$ cat config.mk
export PLATFORM = sky130hd
export DESIGN_NAME = wdt_ctrl
export DESIGN_NICKNAME = d
export VERILOG_FILES = /design/src/sv/wdt_pkg.sv /design/src/sv/wdt_ctrl.sv
export SDC_FILE = /design/constraint.sdc
export NUM_CORES = 1
export LEC_CHECK = 0
export BUFFER_PORTS_ARGS = -buffer_cell sky130_fd_sc_hd__buf_4
export CELL_PAD_IN_SITES_DETAIL_PLACEMENT = 0
export CELL_PAD_IN_SITES_GLOBAL_PLACEMENT = 1
export CORE_AREA = 4 4 41 43
export DETAILED_ROUTE_END_ITERATION = 8
export DIE_AREA = 0 0 45 47
export PLACE_DENSITY_LB_ADDON = 0.25
export SYNTH_ARGS = -nofsm -noshare
export SYNTH_HDL_FRONTEND = slang
export SYNTH_SLANG_ARGS = --single-unit
$ cat constraint.sdc
create_clock -name clk_i -period 1.4 [get_ports clk_i]
set_clock_uncertainty 0.1 [all_clocks]
set_input_delay 0.35 -clock clk_i [delete_from_list [all_inputs] [get_ports clk_i]]
set_output_delay 0.35 -clock clk_i [all_outputs]
set_load 0.03 [all_outputs]
$ cat src/sv/wdt_pkg.sv
// Shared types, codes and defaults for the wall dwell-time tracker.
package wdt_pkg;

  localparam int unsigned NumParticlesDef = 4096;
  localparam int unsigned NumBinsDef      = 256;

  localparam int unsigned HeightW  = 23;
  localparam int unsigned ZW       = 24;
  localparam int unsigned FrameW   = 24;
  localparam int unsigned MaxResW  = 9;
  localparam int unsigned CountW   = 32;
  localparam int unsigned CfgIdxW  = 2;
  localparam int unsigned CfgDataW = 23;

  // configuration register indexes
  localparam logic [CfgIdxW-1:0] CFG_CHANNEL_HEIGHT = 2'd0;
  localparam logic [CfgIdxW-1:0] CFG_WALL_CUTOFF    = 2'd1;
  localparam logic [CfgIdxW-1:0] CFG_MAX_RESIDENCE  = 2'd2;

  localparam logic [HeightW-1:0] ChannelHeightRst = 23'd25600;
  localparam logic [HeightW-1:0] WallCutoffRst    = 23'd3840;
  localparam logic [MaxResW-1:0] MaxResidenceRst  = 9'd200;

  // request and event codes
  localparam logic REQ_SAMPLE = 1'b0;
  localparam logic REQ_READ   = 1'b1;

  localparam logic [1:0] EV_NONE  = 2'd0;
  localparam logic [1:0] EV_START = 2'd1;
  localparam logic [1:0] EV_END   = 2'd2;

  typedef struct packed {
    logic               req_type;
    logic [11:0]        particle_index;
    logic [FrameW-1:0]  frame;
    logic signed [ZW-1:0] height_z;
    logic               is_gas;
    logic [7:0]         bin_select;
  } req_t;

  typedef struct packed {
    logic [1:0]        event_kind;
    logic [FrameW-1:0] residence_frames;
    logic              left_at_top;
    logic              was_binned;
    logic [CountW-1:0] bin_count;
    logic [FrameW-1:0] longest_residence;
    logic [CountW-1:0] started_total;
    logic [CountW-1:0] ended_top_total;
    logic [CountW-1:0] ended_bottom_total;
  } rsp_t;

  typedef enum logic [1:0] {
    S_CLEAR,
    S_IDLE,
    S_CALC,
    S_DONE
  } state_e;

  typedef struct packed {
    logic clear;   // zero one table row per cycle
    logic accept;  // input beat taken, particle row read issued
    logic calc;    // particle row in hand, histogram read issued
    logic done;    // histogram word in hand, commit and load output
  } cmd_t;

  typedef struct packed {
    logic clear_last;
    logic out_busy;
  } status_t;

endpackage

$ cat src/sv/wdt_ctrl.sv
// Sequencer for the dwell-time tracker: clearing pass and per-beat steps.
module wdt_ctrl import wdt_pkg::*; (
  input  logic    clk_i,
  input  logic    rst_ni,
  input  logic    in_valid_i,
  output logic    in_stall_o,
  input  status_t status_i,
  output cmd_t    cmd_o
);

  state_e state_q, state_d;
  logic   go;
  logic   can_accept;

  always_ff @(posedge clk_i or negedge rst_ni) begin
    if (!rst_ni) begin
      state_q <= S_CLEAR;
    end else begin
      state_q <= state_d;
    end
  end

  always_comb begin
    state_d = state_q;
    unique case (state_q)
      S_CLEAR: begin
        if (status_i.clear_last) state_d = S_IDLE;
      end
      S_IDLE: begin
        if (in_valid_i) state_d = S_CALC;
      end
      S_CALC: begin
        state_d = S_DONE;
      end
      S_DONE: begin
        if (!status_i.out_busy) state_d = in_valid_i ? S_CALC : S_IDLE;
      end
      default: state_d = S_CLEAR;
    endcase
  end

  // next beat may enter on the commit cycle of the current one
  always_comb begin
    go         = (state_q == S_DONE) && !status_i.out_busy;
    can_accept = (state_q == S_IDLE) || go;
    in_stall_o = !can_accept;
    cmd_o.clear  = (state_q == S_CLEAR);
    cmd_o.calc   = (state_q == S_CALC);
    cmd_o.done   = go;
    cmd_o.accept = can_accept && in_valid_i;
  end

`ifndef SYNTHESIS
  a_accept_state: assert property (@(posedge clk_i) disable iff (!rst_ni)
    cmd_o.accept |-> (state_q == S_IDLE) || (state_q == S_DONE))
    else $error("beat accepted outside idle or commit");
  a_calc_then_done: assert property (@(posedge clk_i) disable iff (!rst_ni)
    state_q == S_CALC |=> state_q == S_DONE)
    else $error("calc step not followed by commit step");
  a_hold_on_busy: assert property (@(posedge clk_i) disable iff (!rst_ni)
    (state_q == S_DONE) && status_i.out_busy |=> state_q == S_DONE)
    else $error("commit left while output blocked");
`endif

endmodule

After elaboration in Yosys (flattened, before gate mapping)
Cells that the tools add are included.
- bits in registers: 2
- bits of input ports: 5
- output and inout port bits: 5
- word-level logic and storage cells: 19
- eq/ne operators: 6
- multiplexer cells: 5
- reductions and logical operators: 7
- operators by type and width (cell ; count):
    2-to-1 mux 2 bit ; 4
    one-hot mux 2 bit (4 select lines) ; 1
    != test 2 bit, second input constant ; 3
    equality test 2 bit, second input constant ; 2
    AND reduction 3 bit ; 1
    equality test 2 x 1 -> 1 bit, second input constant ; 1
    logical AND 1 bit ; 2
    zero test 1 bit ; 2
    zero test 2 bit ; 1
    logical OR 1 bit ; 1

Longest topological paths before layout
- word-level depth: 4
- gate-level depth with buffers: 3
- depth with buffers taken out: 3

Least setup slack after synthesis
OpenSTA, ideal clock, no wires.
- path kind: flip-flop to output port
- start: register state_q[0]
- end: output port cmd_o[2] (netlist bit)
- data arrival time: 0.957 ns
- data required time: 0.950 ns
- slack: -0.007 ns
- cell stages (with the launch flop): 3
- buffers on the path: 0
- path through: dfrtp_1 > nand2_1 > a21oi_1
- RTL lines (item ; RTL line ; text):
    start, declared ; wdt_ctrl.sv:11 ; state_e state_q, state_d;
    start signal, assigned ; wdt_ctrl.sv:19 ; state_q <= state_d;
    end, declared ; wdt_ctrl.sv:8 ; output cmd_t cmd_o

==> metrics.yaml <==
cp_top_family: "flip-flops"
yosys.area_share.simple_pct: 31.6
diodes: 0
via_per_inst: 3.47
fin_nets: 37
violations: "setup timing"
drcViolationCount: 0
p_sw_share_pct: 39.7
tightestPinTransition_ns: 0.171
final.min_clock_period_ns: 1.50
wl_per_cell_um: 9.40
die_height_um: 47
largest_reg_flops: 2
max_slew_margin_pct: 88.5
cp-start-kind: "flip-flop"
hold_ws_ns: 0.227
clkTransAtPathRegs_ns: 0.03
core-area_sq_um: 1300
ys_seq_area_share_pct: 40.8
pwr-share-seq_pct: 20.1
hold_class: "primary input to flip-flop"
outcome: "finished with violations"
fillers: 153
fp.dieW_um: 45
r2r-start: "state_q[0]"
clock_power_share_pct: 26.3
cap_violations: 0
routed_wl_um: 423
grt_overflow_total: 0
synth_cells: 15
synthXorXnorAreaFrac_pct: 0
place_hpwl_um: 286
grt_max_degree: 6
p_int_uw: 297
combPwrFrac_pct: 53.6
clk_root_buffer_cell: "clkbuf_4"
synth-compound-area-share_pct: 18.4
netlist_area_sq_um: 123
crit_required_ns: 0.95
ios: 10
cts_made_buffers: 3
synth_mux_area_share_pct: 0
hold_viol_final: 0
clk_latency_ns: 0.22
cts_sinks: 2
ys_types: 10
dr.pass1.iters: 1
p_sw_uw: 196
path_depth: 3
grt_pass1_wl_um: 683
crit_type: "flip-flop to output port"
finalSetupTns_ns: -0.314
irDropWorstVdd_v: 0.000491
critPathSlowestCell: "dfrtp_1"
routabilityCongestion: 0.581
cp_data_arrival_time_ns: 1.05
ys_warn_count: 0
p_per_area_nw_per_um2: 1740
max_stage_delay_ns: 0.40
top_register: "state_q"
max_freq_mhz: 668
antenna_found_initial: 0
cp.buffers_inverters: 1
synth_fp_nets: 20
start_util_pct: 9.42
io_buffers: 9
fin_crit_sh_pct: 107
leakage_nw: 0.141
ant_nets: 0
reg2reg_to: "state_q[0]"
r2r_cells: 3
rrSetupSlack_ns: 0.36
cts_tree: "built"
multiInputGateArea_sq_um: 75.1
clockBufferDepth: 2
synth_top_family_by_area: "simple AND/OR/NAND/NOR gates"
dr.first_iter.drc_count: 0
top_regs: "state_q: 2 flops"
setup_violations: 5
fp-row-count: 13
track_usage_pct: 5.13
regArea_sq_um: 51.3
h-tree-depth: 1
grt_pass1_vias: 177
hold_path_depth: 2
hold_path_end: "state_q[0]"
ys_seq_elements: 2
pre_cts_ws_ns: 0.0551
path_cells: "nor2b_4 -> and2_4 -> buf_6"
drv_slew: 0
die_area_sq_um: 2120
syn_avg_cell_area_sq_um: 8.17
synth_fa_ha_area_share_pct: 0
grt_setup_unrepaired: "yes"
synthToLayoutAreaGrowth_pct: 131
critical_path.endpoint_type: "output port"
timing.final.ws_setup_ns: -0.0981
vias: 156
drive_above_1_share_pct: 66.7
path_max_fanout: 4
min-delay-start: "in_valid_i"
cell type report:
| cell class | count | area share, % |
|---|---|---|
| repair buffers | 13 | 39.4 |
| clock buffers | 3 | 7.96 |
| flip-flops and latches | 2 | 18.1 |
| multi-input cells | 11 | 26.5 |
| well taps | 15 | 6.64 |
| inverters | 1 | 1.33 |
synthesized netlist by cell type (all sizes together):
| cell type | number | area, sq um |
|---|---|---|
| inv | 1 | 3.75 |
| a21oi | 1 | 5.00 |
| o21ai | 2 | 10.0 |
| nor2b | 1 | 13.8 |
| dfrtp | 2 | 50.1 |
| a22oi | 1 | 7.51 |
| and2 | 1 | 6.26 |
| buf | 1 | 7.51 |
| nand2 | 3 | 11.3 |
| nor2 | 2 | 7.51 |
logic make-up after synthesis:
logic type | count (synthesis)
DFF | 2
AOI/OAI and AO/OA | 4
buffers and inverters | 2
and+or+nand+nor | 7
worst max-delay path by stage:
stage,start,end,slack [ns]
after CTS,state_q[0],cmd_o[0],-0.11
after detailed placement,state_q[0],cmd_o[0],0.06
after floorplan,state_q[1],cmd_o[1],0.08
after global routing,state_q[0],cmd_o[0],-0.14
after global placement,state_q[0],cmd_o[0],0.07
final,state_q[0],cmd_o[0],-0.1
layer usage:
layer | wire length (um) | up-vias | part of all wire [%] | global-route usage [%]
met5 | 0 | - | 0 | 0
met4 | 0 | 0 | 0 | 7.02
met3 | 50 | 0 | 12 | 2.30
met2 | 183 | 10 | 43 | 6.21
met1 | 190 | 67 | 45 | 5.68
li1 | - | 79 | - | -
cells in the final DEF (no fill, tap or decap):
cell type	netlist	layout
inv_1	1	1
and2_4	0	1
a21oi_2	0	1
nor2b_4	1	1
clkbuf_4	0	3
buf_6	0	3
buf_4	1	9
nor2_4	0	1
nor2_1	2	1
dlygate4sd3_1	0	1
dfrtp_1	2	1
nand2_1	3	3
dfrtp_2	0	1
a22oi_1	1	1
o21ai_0	2	2
per-stage QoR:
step / cell area [sq um] / util (%) / instances / power (mW)
finish: 283 / 21.7 / 45 / 0.493
global route: 283 / 21.7 / 45 / 0.529
CTS: 270 / 20.8 / 45 / 0.483
detailed placement: 205 / 15.8 / 38 / 0.295
global placement: 205 / 15.8 / 38 / 0.293
floorplan: 126 / - / 15 / 0.224
power by group through the flow:
stage	Clock [mW]	Sequential, mW	Combinational, mW
after floorplan	0	0.0930	0.131
after global placement	0	0.0992	0.193
after detailed placement	0	0.101	0.194
after CTS	0.139	0.0974	0.247
after global routing	0.144	0.102	0.283
final	0.130	0.0988	0.264
what timing repair did:
action,in CTS,in global routing
hold buffers,1,0
setup buffers,3,0
endpoints found under the hold margin,2,0
gates resized for setup,3,4
endpoints found under the setup margin,5,5
No activity file was read; power rests on OpenSTA's default activity.
